File: config.mk
export PLATFORM = sky130hd
export DESIGN_NAME = json_string_unescape_core
export DESIGN_NICKNAME = d
export VERILOG_FILES = /design/src/rtl/jsu_pkg.sv /design/src/rtl/jsu_decode.sv /design/src/rtl/jsu_outbuf.sv /design/src/rtl/json_string_unescape_core.sv
export SDC_FILE = /design/constraint.sdc
export NUM_CORES = 1
export LEC_CHECK = 0
export ABC_AREA = 1
export ABC_CLOCK_PERIOD_IN_PS = 4150
export BUFFER_PORTS_ARGS = -buffer_cell sky130_fd_sc_hd__buf_4
export CAP_MARGIN = 10
export CORE_UTILIZATION = 58
export DETAILED_ROUTE_END_ITERATION = 8
export GPL_ROUTABILITY_DRIVEN = 0
export PLACE_DENSITY = 0.87
export SETUP_SLACK_MARGIN = 0.2
export SYNTH_ARGS = -nofsm -noshare
export SYNTH_HDL_FRONTEND = slang
export SYNTH_SLANG_ARGS = --single-unit
File: constraint.sdc
create_clock -name clk -period 4.15 [get_ports clk]
set_input_delay 0.83 -clock clk [delete_from_list [all_inputs] [get_ports clk]]
set_output_delay 0.83 -clock clk [all_outputs]
set_load 0.01 [all_outputs]
File: src/rtl/jsu_pkg.sv
// ----------------------------------------------------------------------------
// jsu_pkg: shared types and constants of the JSON string unescaper
// Decode modes, character codes, UTF-8 limits and the result bundle types.
// ----------------------------------------------------------------------------
`default_nettype none

package jsu_pkg;

  typedef enum logic [2:0] {
    MODE_NORMAL = 3'd0,
    MODE_ESCAPE = 3'd1,
    MODE_HEX    = 3'd2
  } mode_t;

  localparam logic [7:0] CH_BACKSLASH = 8'h5C;
  localparam logic [7:0] CH_U         = 8'h75;
  localparam logic [7:0] CH_N         = 8'h6E;
  localparam logic [7:0] CH_T         = 8'h74;
  localparam logic [7:0] CH_R         = 8'h72;
  localparam logic [7:0] CH_B         = 8'h62;
  localparam logic [7:0] CH_F         = 8'h66;

  localparam logic [7:0] CH_LF        = 8'h0A;
  localparam logic [7:0] CH_TAB       = 8'h09;
  localparam logic [7:0] CH_CR        = 8'h0D;
  localparam logic [7:0] CH_BS        = 8'h08;
  localparam logic [7:0] CH_FF        = 8'h0C;

  localparam logic [15:0] UTF8_ONE_LIMIT = 16'h0080;
  localparam logic [15:0] UTF8_TWO_LIMIT = 16'h0800;
  localparam logic [7:0]  UTF8_CONT      = 8'h80;
  localparam logic [7:0]  UTF8_LEAD2     = 8'hC0;
  localparam logic [7:0]  UTF8_LEAD3     = 8'hE0;
  localparam logic [7:0]  UTF8_LOW6      = 8'h3F;

  localparam int MAX_RESULTS = 3;

  typedef struct packed {
    logic [7:0] data;
    logic       valid;
    logic       bad;
    logic       eos;
  } res_t;

  typedef struct packed {
    logic [1:0]                   count;
    res_t [MAX_RESULTS-1:0]       res;
  } bundle_t;

  typedef struct packed {
    mode_t       mode;
    logic [23:0] held;
    logic [1:0]  count;
  } dec_state_t;

endpackage

`default_nettype wire

File: src/rtl/jsu_decode.sv
// ----------------------------------------------------------------------------
// jsu_decode: per-byte decode logic
// Turns one input byte and the current decode state into up to three
// result items and the next decode state.
// ----------------------------------------------------------------------------
`default_nettype none

module jsu_decode (
  input  wire logic [7:0]         in_byte,
  input  wire logic               last_byte,
  input  wire jsu_pkg::dec_state_t state,
  output jsu_pkg::dec_state_t     state_nxt,
  output jsu_pkg::bundle_t        bundle
);

  function automatic logic [7:0] map_escape(input logic [7:0] ch);
    logic [7:0] m;
    case (ch)
      jsu_pkg::CH_N: m = jsu_pkg::CH_LF;
      jsu_pkg::CH_T: m = jsu_pkg::CH_TAB;
      jsu_pkg::CH_R: m = jsu_pkg::CH_CR;
      jsu_pkg::CH_B: m = jsu_pkg::CH_BS;
      jsu_pkg::CH_F: m = jsu_pkg::CH_FF;
      default:       m = ch;
    endcase
    return m;
  endfunction

  // {is_digit, value}
  function automatic logic [4:0] hex_digit(input logic [7:0] ch);
    logic [4:0] h;
    if (ch >= 8'h30 && ch <= 8'h39) begin
      h = {1'b1, ch[3:0]};
    end else if ((ch >= 8'h61 && ch <= 8'h66) || (ch >= 8'h41 && ch <= 8'h46)) begin
      h = {1'b1, 4'(ch[3:0] + 4'd9)};
    end else begin
      h = 5'd0;
    end
    return h;
  endfunction

  always_comb begin
    logic [1:0]  n;
    logic [7:0]  chars [4];
    logic [15:0] cp;
    logic        stop;
    logic        any_digit;
    logic        esc;
    logic [4:0]  hd;

    state_nxt    = state;
    bundle       = '0;
    n            = 2'd0;
    cp           = 16'd0;
    stop         = 1'b0;
    any_digit    = 1'b0;
    esc          = 1'b0;
    hd           = 5'd0;
    chars[0]     = 8'd0;
    chars[1]     = 8'd0;
    chars[2]     = 8'd0;
    chars[3]     = 8'd0;

    case (state.mode)
      jsu_pkg::MODE_ESCAPE: begin
        if (in_byte == jsu_pkg::CH_U) begin
          state_nxt.mode  = jsu_pkg::MODE_HEX;
          state_nxt.held  = 24'd0;
          state_nxt.count = 2'd0;
        end else begin
          bundle.res[n] = '{data: map_escape(in_byte), valid: 1'b1, bad: 1'b0, eos: 1'b0};
          n = n + 2'd1;
          state_nxt.mode = jsu_pkg::MODE_NORMAL;
        end
      end
      jsu_pkg::MODE_HEX: begin
        if (state.count == 2'd3) begin
          chars[0] = state.held[23:16];
          chars[1] = state.held[15:8];
          chars[2] = state.held[7:0];
          chars[3] = in_byte;
          for (int k = 0; k < 4; k++) begin
            hd = hex_digit(chars[k]);
            if (!stop) begin
              if (hd[4]) begin
                cp        = {cp[11:0], hd[3:0]};
                any_digit = 1'b1;
              end else begin
                stop = 1'b1;
              end
            end
          end
          if (!any_digit) begin
            bundle.res[n] = '{data: 8'd0, valid: 1'b0, bad: 1'b1, eos: 1'b0};
            n = n + 2'd1;
          end else if (cp < jsu_pkg::UTF8_ONE_LIMIT) begin
            bundle.res[n] = '{data: cp[7:0], valid: 1'b1, bad: 1'b0, eos: 1'b0};
            n = n + 2'd1;
          end else if (cp < jsu_pkg::UTF8_TWO_LIMIT) begin
            bundle.res[n] = '{data: jsu_pkg::UTF8_LEAD2 | {3'd0, cp[10:6]},
                              valid: 1'b1, bad: 1'b0, eos: 1'b0};
            n = n + 2'd1;
            bundle.res[n] = '{data: jsu_pkg::UTF8_CONT | (cp[7:0] & jsu_pkg::UTF8_LOW6),
                              valid: 1'b1, bad: 1'b0, eos: 1'b0};
            n = n + 2'd1;
          end else begin
            bundle.res[n] = '{data: jsu_pkg::UTF8_LEAD3 | {4'd0, cp[15:12]},
                              valid: 1'b1, bad: 1'b0, eos: 1'b0};
            n = n + 2'd1;
            bundle.res[n] = '{data: jsu_pkg::UTF8_CONT | (cp[13:6] & jsu_pkg::UTF8_LOW6),
                              valid: 1'b1, bad: 1'b0, eos: 1'b0};
            n = n + 2'd1;
            bundle.res[n] = '{data: jsu_pkg::UTF8_CONT | (cp[7:0] & jsu_pkg::UTF8_LOW6),
                              valid: 1'b1, bad: 1'b0, eos: 1'b0};
            n = n + 2'd1;
          end
          state_nxt.mode  = jsu_pkg::MODE_NORMAL;
          state_nxt.held  = 24'd0;
          state_nxt.count = 2'd0;
        end else if (last_byte) begin
          // string ended inside the escape: drop it, decode held chars again
          case (state.count)
            2'd0: begin
              chars[0] = in_byte;
            end
            2'd1: begin
              chars[0] = state.held[7:0];
              chars[1] = in_byte;
            end
            default: begin
              chars[0] = state.held[15:8];
              chars[1] = state.held[7:0];
              chars[2] = in_byte;
            end
          endcase
          for (int k = 0; k < 3; k++) begin
            if ({1'b0, state.count} >= 3'(k)) begin
              if (esc) begin
                esc = 1'b0;
                if (chars[k] != jsu_pkg::CH_U) begin
                  bundle.res[n] = '{data: map_escape(chars[k]), valid: 1'b1,
                                    bad: 1'b0, eos: 1'b0};
                  n = n + 2'd1;
                end
              end else if (chars[k] == jsu_pkg::CH_BACKSLASH) begin
                esc = 1'b1;
              end else begin
                bundle.res[n] = '{data: chars[k], valid: 1'b1, bad: 1'b0, eos: 1'b0};
                n = n + 2'd1;
              end
            end
          end
        end else begin
          state_nxt.held  = {state.held[15:0], in_byte};
          state_nxt.count = state.count + 2'd1;
        end
      end
      default: begin
        if (in_byte == jsu_pkg::CH_BACKSLASH) begin
          state_nxt.mode = jsu_pkg::MODE_ESCAPE;
        end else begin
          bundle.res[n] = '{data: in_byte, valid: 1'b1, bad: 1'b0, eos: 1'b0};
          n = n + 2'd1;
          state_nxt.mode = jsu_pkg::MODE_NORMAL;
        end
      end
    endcase

    if (last_byte) begin
      if (n == 2'd0) begin
        bundle.res[n] = '{data: 8'd0, valid: 1'b0, bad: 1'b0, eos: 1'b0};
        n = n + 2'd1;
      end
      bundle.res[n - 2'd1].eos = 1'b1;
      state_nxt.mode  = jsu_pkg::MODE_NORMAL;
      state_nxt.held  = 24'd0;
      state_nxt.count = 2'd0;
    end

    bundle.count = n;
  end

endmodule

`default_nettype wire

File: src/rtl/jsu_outbuf.sv
// ----------------------------------------------------------------------------
// jsu_outbuf: result register and serializer
// Holds the results of one input byte and hands them out one per beat.
// ----------------------------------------------------------------------------
`default_nettype none

module jsu_outbuf (
  input  wire logic             clk,
  input  wire logic             rst_n,
  input  wire logic             load,
  input  wire jsu_pkg::bundle_t bundle,
  input  wire logic             pop_ready,
  output logic                  pop_valid,
  output jsu_pkg::res_t         head,
  output logic                  space
);

  jsu_pkg::res_t [jsu_pkg::MAX_RESULTS-1:0] buf_r;
  logic [1:0]                               cnt_r;
  logic                                     pop;

  assign pop_valid = (cnt_r != 2'd0);
  assign pop       = pop_valid && pop_ready;
  assign head      = buf_r[0];
  // free once the last held result leaves in this cycle
  assign space     = (cnt_r == 2'd0) || (cnt_r == 2'd1 && pop_ready);

  always_ff @(posedge clk) begin
    if (!rst_n) begin
      cnt_r <= 2'd0;
    end else if (load) begin
      cnt_r <= bundle.count;
    end else if (pop) begin
      cnt_r <= cnt_r - 2'd1;
    end
  end

  always_ff @(posedge clk) begin
    if (load) begin
      buf_r <= bundle.res;
    end else if (pop) begin
      buf_r <= {jsu_pkg::res_t'('0), buf_r[jsu_pkg::MAX_RESULTS-1:1]};
    end
  end

endmodule

`default_nettype wire

File: src/rtl/json_string_unescape_core.sv
// ----------------------------------------------------------------------------
// json_string_unescape_core: streaming JSON string body unescaper
// Decodes backslash escapes, including backslash-u to UTF-8, one byte a beat.
// ----------------------------------------------------------------------------
//
//  channel | direction | tdata        | tuser                       | tlast
//  --------+-----------+--------------+-----------------------------+--------------
//  in_     | slave     | in_byte[7:0] | -                           | last_byte
//  out_    | master    | out_byte[7:0]| [0] out_valid [1] bad_escape| end_of_string
//
//  Flow: an input byte is decoded in the cycle it is accepted and its
//  results sit in the result register on the next cycle. A byte with more than
//  one result holds in_tready low until its last result is leaving, while the
//  result register drains one beat per cycle whenever out_tready is high.
//  Reset: synchronous on rst_n low; decode state returns to normal text and
//  the result register empties.
//  Stalls: out_tready low holds the current result; a new byte is taken as
//  soon as the last held result leaves.
// ----------------------------------------------------------------------------
`default_nettype none

module json_string_unescape_core (
  input  wire logic       clk,
  input  wire logic       rst_n,
  input  wire logic       in_tvalid,
  output logic            in_tready,
  input  wire logic [7:0] in_tdata,   // [7:0] in_byte
  input  wire logic       in_tlast,   // last_byte
  output logic            out_tvalid,
  input  wire logic       out_tready,
  output logic [7:0]      out_tdata,  // [7:0] out_byte
  output logic [1:0]      out_tuser,  // [0] out_valid, [1] bad_escape
  output logic            out_tlast   // end_of_string
);

  jsu_pkg::dec_state_t state_r;
  jsu_pkg::dec_state_t state_nxt;
  jsu_pkg::bundle_t    bundle;
  jsu_pkg::res_t       head;
  logic                in_beat;
  logic                space;

  assign in_tready = space;
  assign in_beat   = in_tvalid && in_tready;

  // decode the incoming beat against the current escape state
  jsu_decode u_decode (
    .in_byte   (in_tdata),
    .last_byte (in_tlast),
    .state     (state_r),
    .state_nxt (state_nxt),
    .bundle    (bundle)
  );

  // advance escape state only on an accepted beat
  always_ff @(posedge clk) begin
    if (!rst_n) begin
      state_r.mode  <= jsu_pkg::MODE_NORMAL;
      state_r.held  <= 24'd0;
      state_r.count <= 2'd0;
    end else if (in_beat) begin
      state_r <= state_nxt;
    end
  end

  // hold the results of one byte and drain them one beat at a time
  jsu_outbuf u_outbuf (
    .clk       (clk),
    .rst_n     (rst_n),
    .load      (in_beat),
    .bundle    (bundle),
    .pop_ready (out_tready),
    .pop_valid (out_tvalid),
    .head      (head),
    .space     (space)
  );

  assign out_tdata = head.data;
  assign out_tuser = {head.bad, head.valid};
  assign out_tlast = head.eos;

endmodule

`default_nettype wire

* Word-level counts from Yosys, hierarchy flattened
Index checks and enable logic that the tools add are counted.
** Cells by class
- Add/sub/neg operators :: 10
- $lt $le $gt $ge :: 36
- Eq/ne operators :: 29
- Multiplexer cells :: 163
- Bitwise gates (word level) :: 2
- Reduce and logical (&&, ||, !) cells :: 33
** Operator list (number)
- 33-bit two-way mux :: 18
- 8-bit two-way mux :: 23
- 33-bit bitwise mux :: 5
- 8-bit by 7-bit == test with 1-bit output, second input constant :: 20
- 11-bit two-way mux :: 12
- 8-bit one-hot mux with 5 select lines :: 3
- 16-bit two-way mux :: 7
- 11-bit demux with 2-bit select :: 4
- 5-bit two-way mux :: 16
- 22-bit two-way mux :: 3
- 8-bit by 7-bit >= comparator with 1-bit output, second input constant :: 8
- 8-bit by 7-bit less-or-equal comparator with 1-bit output, second input constant :: 8
- 26-bit two-way mux :: 2
- 26-bit one-hot mux with 2 select lines :: 1
- 2-bit two-way mux :: 24
- 1-bit two-way mux :: 36
- 33-bit bitwise AND :: 1
- 33-bit inverter :: 1
- 8-bit by 6-bit >= comparator with 1-bit output, second input constant :: 4
- 8-bit by 6-bit less-or-equal comparator with 1-bit output, second input constant :: 4
- 8-bit one-hot mux with 2 select lines :: 2
- 29-bit two-way mux :: 1
- 11-bit one-hot mux with 2 select lines :: 1
- 20-bit two-way mux :: 1
- other kinds (26) :: 68
** Storage, ports and cells
- Bits in registers :: 64
- Output and inout port bits :: 13

* Logic depth before layout (Yosys ltp)
- Depth after elaboration :: 36
- Depth in mapped cells :: 31
- Gate-level depth less buffers :: 30

* Modules after synthesis
From an unflattened synthesis, not the netlist that was laid out.
** Unflattened totals
- Cells, all modules :: 1251
- Area total of the unflattened synthesis :: 7347.0 sq um
** Modules (own cells, without submodules)
- jsu_decode :: instances 1, cells each 902, area an instance 4558.1 sq um
- jsu_outbuf :: instances 1, cells each 164, area an instance 1595.3 sq um
- json_string_unescape_core :: instances 1, cells each 185, area an instance 1193.6 sq um

* Worst setup path before layout
Ideal clock, no wire load.
- Kind :: input-to-reg
- Start point :: input port in_tdata[1]
- End point :: register u_outbuf.buf_r[21] in the netlist's numbering, data pin
- Setup time :: 0.254 ns
- Arrival time :: 3.654 ns
- Data required time :: 3.896 ns
- Slack :: 0.242 ns
- Cell stages on the path :: 28
- Cells stage by stage :: buf_2 inv_1 ha_1 nor2_1 o21ai_0 nand2_2 nand2_4 nand2_4 nor2_4 buf_2 nand2_1 nand2_1 a21oi_1 nand3_2 buf_6 nand2_1 nand2_1 nand2_1 nand2_2 ha_1 a21oi_1 o21ai_0 inv_1 nand2_1 inv_1 nand2_1 a21oi_1 a21o_1
** Between the ends
- Word-level cells in the longest chain between the ends :: 34
- Elaborated cells on any way between the ends :: 151
** Ends and longest elaborated chain
- start: declaration :: RTL line json_string_unescape_core.sv:27 : input wire logic [7:0] in_tdata,
- 8-bit one-hot mux with 2 select lines :: RTL line jsu_decode.sv:122 : case (state.count)
- 8-bit two-way mux :: RTL line jsu_decode.sv:120 : end else if (last_byte) begin
- 8-bit two-way mux :: RTL line jsu_decode.sv:77 : if (state.count == 2'd3) begin
- 8-bit two-way mux :: RTL line jsu_decode.sv:64 : case (state.mode)
- 8-bit by 7-bit == test with 1-bit output :: RTL line jsu_decode.sv:145 : end else if (chars[k] == jsu_pkg::CH_BACKSLASH) begin
- 1-bit two-way mux :: RTL line jsu_decode.sv:145
- 2-bit two-way mux :: RTL line jsu_decode.sv:120
- 2-bit two-way mux :: RTL line jsu_decode.sv:77
- [18 not listed]
- 11-bit demux with 2-bit select
- 33-bit inverter (no line)
- 33-bit bitwise AND (no line)
- 33-bit two-way mux :: RTL line jsu_decode.sv:170 : if (n == 2'd0) begin
- 33-bit two-way mux :: RTL line jsu_decode.sv:169 : if (last_byte) begin
- 33-bit bitwise mux :: RTL line jsu_decode.sv:174 : bundle.res[n - 2'd1].eos = 1'b1;
- 33-bit two-way mux * :: RTL line jsu_decode.sv:169
- 33-bit two-way mux * :: RTL line jsu_outbuf.sv:39 : if (load) begin
- end signal: assignment :: RTL line jsu_outbuf.sv:40 : buf_r <= bundle.res;
- end signal: assignment :: RTL line jsu_outbuf.sv:42 : buf_r <= {jsu_pkg::res_t'('0), buf_r[jsu_pkg::MAX_RESULTS-1:1]};
- end: declaration :: RTL line jsu_outbuf.sv:18 : jsu_pkg::res_t [jsu_pkg::MAX_RESULTS-1:0] buf_r;
Every way passes the cells marked *; elsewhere a longest branch is shown, timed or not. The select of a mux whose other input is x is not followed.
A chain may end at the register's enable or synchronous reset.

* Final worst setup path
- Start point :: register state_r[1] in the netlist's numbering
- End point :: register u_outbuf.buf_r[21] in the netlist's numbering, data pin
** Between the ends
- Word-level cells in the longest chain between the ends :: 35
- Elaborated cells on any way between the ends :: 123
** Ends and longest elaborated chain
- start: declaration :: RTL line json_string_unescape_core.sv:36 : jsu_pkg::dec_state_t state_r;
- start signal: assignment :: RTL line json_string_unescape_core.sv:62 : state_r <= state_nxt;
- 2-bit by 1-bit == test with 1-bit output or 2-bit logical NOT (tied branches) :: RTL line jsu_decode.sv:122
- 8-bit one-hot mux with 2 select lines :: RTL line jsu_decode.sv:122
- 8-bit two-way mux :: RTL line jsu_decode.sv:120
- 8-bit two-way mux :: RTL line jsu_decode.sv:77
- 8-bit two-way mux :: RTL line jsu_decode.sv:64
- 8-bit by 7-bit == test with 1-bit output :: RTL line jsu_decode.sv:145
- 1-bit two-way mux :: RTL line jsu_decode.sv:145
- 2-bit two-way mux :: RTL line jsu_decode.sv:120
- [19 not listed]
- 11-bit demux with 2-bit select
- 33-bit inverter (no line)
- 33-bit bitwise AND (no line)
- 33-bit two-way mux :: RTL line jsu_decode.sv:170
- 33-bit two-way mux :: RTL line jsu_decode.sv:169
- 33-bit bitwise mux :: RTL line jsu_decode.sv:174
- 33-bit two-way mux * :: RTL line jsu_decode.sv:169
- 33-bit two-way mux * :: RTL line jsu_outbuf.sv:39
Marks and branches as above.

==> load_flow_metrics.sql <==
INSERT INTO impl_metrics (metric_group, metric, value, unit) VALUES
('status', 'run_status', 'finished clean', ''),
('placement', 'buffer_ports.inserted', '25', ''),
('synthesis', 'synth.top_cell.area_share', '16.7', '%'),
('timing', 'timing_hold_violations_final', '0', ''),
('setup_path', 'timing.reg2reg.setup_slack', '0.24', 'ns'),
('clocking', 'count_of_h_tree_levels_built_during_cts', '3', ''),
('drt', 'first_pass_iters', '6', ''),
('timing', 'final-setup-viol-count', '0', ''),
('synthesis', 'syn_area', '0.00660', 'sq mm'),
('setup_path', 'worst_reg2reg_path_depth', '24', ''),
('setup_path', 'cp.arrival', '4.13', 'ns'),
('drt', 'postRouteAntennaNets', '0', ''),
('power_and_ir_drop', 'combinationalPowerShare', '45.7', '%'),
('timing', 'fin_crit_period', '3.91', 'ns'),
('setup_path', 'worst_ep_required_time', '4.37', 'ns'),
('floorplanning', 'floorplan.die.width', '109', 'um'),
('synthesis', 'post-synth-top-count-cell', 'sky130_fd_sc_hd__nand2_1', ''),
('floorplanning', 'initial_utilization', '60.3', '%'),
('timing', 'final.period_utilization', '94.3', '%'),
('timing', 'pins_over_slew_limit', '0', ''),
('timing', 'clock-skew-final', '0.00800', 'ns'),
('setup_path', 'worstPathCellList', 'inv_2 -> ha_4 -> nor2_8 -> nand2_1 -> nand3_2 -> nand2_1 -> nor2_1 -> nand3_2 -> o21ai_0 -> nand2_2 -> ha_1 -> o221ai_1 -> nand2_1 -> nand2_1 -> nand3_2 -> ha_1 -> a21oi_2 -> o21ai_1 -> inv_1 -> nand2_1 -> inv_2 -> nand2_1 -> a21oi_1 -> a21o_1', ''),
('drt', 'drc', '0', ''),
('setup_path', 'most_used_cell_along_the_critical_path', 'sky130_fd_sc_hd__nand2_1', ''),
('synthesis', 'synth-warning-count', '0', ''),
('hold_path', 'hold-path-cell-count', '2', ''),
('power_and_ir_drop', 'leakage', '3.28', 'nW'),
('finish', 'final_net_count', '1101', ''),
('setup_path', 'timing.critical_path.to_type', 'flip-flop', ''),
('setup_path', 'sort_of_element_at_the_start_of_the_critical_path', 'flip-flop', ''),
('drt', 'vias', '7336', ''),
('power_and_ir_drop', 'clock_power_share', '22.1', '%'),
('power_and_ir_drop', 'p_total', '3.14', 'mW'),
('floorplanning', 'floorplan.die.height', '109', 'um'),
('setup_path', 'critical_path.max_fanout', '14', ''),
('synthesis', 'synthCells', '1035', ''),
('synthesis', 'postSynthAreaPerCell', '6.37', 'sq um'),
('synthesis', 'synth.net_count', '1082', ''),
('synthesis', 'postSynthRegisterBits', '61', ''),
('setup_path', 'criticalPathCategory', 'reg2reg', ''),
('synthesis', 'synth.area.top_cells', 'sky130_fd_sc_hd__nand2_1, sky130_fd_sc_hd__edfxtp_1, sky130_fd_sc_hd__dfxtp_1', ''),
('finish', 'area_growth_syn_to_layout', '10.8', '%'),
('power_and_ir_drop', 'vdd_ir_drop_max', '0.377', 'mV'),
('global_routing', 'grt_overflow_total', '0', ''),
('clocking', 'tritoncts_clock_tree', 'built', ''),
('finish', 'drive_above_1_share', '17.9', '%'),
('timing', 'max_slew_margin', '31.7', '%'),
('timing', 'timing.setup.tns', '0', 'ns'),
('drt', 'detail_route.wl_per_cell', '16.8', 'um'),
('floorplanning', 'std_cell_rows', '38', ''),
('drt', 'met2_length', '9110', 'um'),
('global_routing', 'global_route_wire_length_before_repair', '31500', 'um'),
('power_and_ir_drop', 'internal-power', '1.80', 'mW'),
('power_and_ir_drop', 'power_switching_share', '42.9', '%'),
('clocking', 'tritoncts.num_buffers', '9', ''),
('drt', 'highest_layer', 'met4', ''),
('clocking', 'holdBufCountCts', '0', ''),
('global_routing', 'initial_antenna_violation_count', '1', ''),
('global_routing', 'grt_use_total', '34.5', '%'),
('clocking', 'cts.reportedPaths.clkPinSlew', '0.06', 'ns'),
('global_routing', 'grt_max_degree', '50', ''),
('clocking', 'clock_tree.root_cell', 'sky130_fd_sc_hd__clkbuf_16', ''),
('clocking', 'clock_sink_count', '61', ''),
('drt', 'route.layer.met1.wl', '7850', 'um'),
('drt', 'dr.first_iter.drc_count', '942', ''),
('timing', 'rsz0062_at_grt', 'true', ''),
('setup_path', 'cp_slowest_cell', 'sky130_fd_sc_hd__dfxtp_2', ''),
('floorplanning', 'ios', '26', ''),
('drt', 'route.final.wire_length', '20200', 'um'),
('synthesis', 'async_reset_ff_share', '0', '%'),
('placement', 'hpwlAfterDp', '14900', 'um');
## flip-flops by register name, summed over array words and instances (netlist names)
signal and count:
state_r 28, u_outbuf.buf_r 20, u_outbuf.head 11, u_outbuf.cnt_r 2
## cell type report
type	count	area (sq um)
Clock buffer	9	225
Sequential cell	61	1540
Inverter	127	482
Fill cell	983	3630
Tap cell	140	175
Timing Repair Buffer	52	403
Clock inverter	7	51.3
Antenna cell	1	2.50
Multi-Input combinational cell	803	4430
## routing by layer
| metal | up-vias | track usage [%] |
|---|---|---|
| met5 | - | 0 |
| met4 | 0 | 17.8 |
| met3 | 99 | 7.29 |
| met2 | 514 | 55.0 |
| met1 | 3247 | 43.8 |
| li1 | 3476 | - |
## layout by cell type, fill, tap and decap left out, types with 3 or more instances in the layout
master                      netlist  layout
sky130_fd_sc_hd__inv_1          103     100
sky130_fd_sc_hd__edfxtp_1        31      31
sky130_fd_sc_hd__a31oi_1          6       6
sky130_fd_sc_hd__nor3_1          16      16
sky130_fd_sc_hd__o211ai_1         4       4
sky130_fd_sc_hd__o221ai_1         5       4
sky130_fd_sc_hd__nand2_4          8       9
sky130_fd_sc_hd__ha_1            34      32
sky130_fd_sc_hd__a211oi_1        27      27
sky130_fd_sc_hd__nand2_2         21      22
sky130_fd_sc_hd__o21ai_0         42      41
sky130_fd_sc_hd__nand2_1        294     292
sky130_fd_sc_hd__o21ai_1          9      10
sky130_fd_sc_hd__o21ai_2          3       3
sky130_fd_sc_hd__dfxtp_2          0       6
sky130_fd_sc_hd__nand3_1         80      78
sky130_fd_sc_hd__a21oi_1         78      74
sky130_fd_sc_hd__or2_2            4       4
sky130_fd_sc_hd__xor2_1           6       6
sky130_fd_sc_hd__nand4_1          9       9
sky130_fd_sc_hd__nor2_4           4       5
sky130_fd_sc_hd__a21oi_2          8      12
sky130_fd_sc_hd__clkbuf_16        0       9
sky130_fd_sc_hd__nand3_2         10      12
sky130_fd_sc_hd__o31ai_1          5       5
sky130_fd_sc_hd__dfxtp_1         30      24
sky130_fd_sc_hd__nand3b_1         6       6
sky130_fd_sc_hd__buf_4           12      51
sky130_fd_sc_hd__nor2_2           5       9
sky130_fd_sc_hd__nor3_2           5       5
sky130_fd_sc_hd__inv_2           20      23
sky130_fd_sc_hd__nor2_1          89      85
## per-stage QoR
step / utilization, % / setup WS, ns / cell area, sq um / std cells
6_report: 66.8 / 0.238 / 7310 / 1200
2_1_floorplan: - / 0.242 / 6600 / 1035
3_3_place_gp: 62.9 / 0.0922 / 6880 / 1179
4_1_cts: 65.9 / 0.206 / 7200 / 1196
3_5_place_dp: 62.9 / -0.0272 / 6880 / 1179
5_1_grt: 66.8 / 0.0566 / 7310 / 1200
## cells by family (layout without fill, tap and decap cells)
family,after synthesis,in the layout,synth area share (%)
other,0,1,0
AO/OA/AOI/OAI,204,204,18.7
adder cells (fa/ha/maj),34,34,6.45
buffers and inverters,172,195,11.2
AND/OR/NAND/NOR,558,559,39.6
XOR/XNOR,6,6,0.797
flip-flops,61,61,23.2
## what timing repair did
item                       4_1_cts  5_1_grt
pin swaps                        1        3
resized for setup                7       23
setup buffers                    0        3
setup endpoints to repair       22       28
cloned                           1        0
## path summary, 6_finish.rpt
check | start | end
max | state_r[1] | u_outbuf.buf_r[21]
min | state_r[25] | state_r[25]
max reg2reg | state_r[1] | u_outbuf.buf_r[21]
min reg2reg | state_r[25] | state_r[25]
## worst reg2reg max path: stages (launching register included)
cell and delay, ns:
sky130_fd_sc_hd__dfxtp_2 0.35, sky130_fd_sc_hd__inv_2 0.08, sky130_fd_sc_hd__ha_4 0.22, sky130_fd_sc_hd__nor2_8 0.24, sky130_fd_sc_hd__nand2_1 0.15, sky130_fd_sc_hd__nand3_2 0.13, sky130_fd_sc_hd__nand2_1 0.09, sky130_fd_sc_hd__nor2_1 0.14
sky130_fd_sc_hd__nand3_2 0.11, sky130_fd_sc_hd__o21ai_0 0.12, sky130_fd_sc_hd__nand2_2 0.12, sky130_fd_sc_hd__ha_1 0.32, sky130_fd_sc_hd__o221ai_1 0.18, sky130_fd_sc_hd__nand2_1 0.17, sky130_fd_sc_hd__nand2_1 0.12, sky130_fd_sc_hd__nand3_2 0.10
sky130_fd_sc_hd__ha_1 0.25, sky130_fd_sc_hd__a21oi_2 0.19, sky130_fd_sc_hd__o21ai_1 0.09, sky130_fd_sc_hd__inv_1 0.08, sky130_fd_sc_hd__nand2_1 0.07, sky130_fd_sc_hd__inv_2 0.10, sky130_fd_sc_hd__nand2_1 0.11, sky130_fd_sc_hd__a21oi_1 0.14
sky130_fd_sc_hd__a21o_1 0.10
## power by group through the flow
stage	logic [mW]	registers (mW)	clock network, mW
floorplan	1.01	0.984	0
global placement	1.29	1.00	0
detailed placement	1.32	1.02	0
CTS	1.36	1.01	0.696
global route	1.57	1.04	0.723
finish	1.44	1.01	0.694
(Power assumes the default switching activity.)
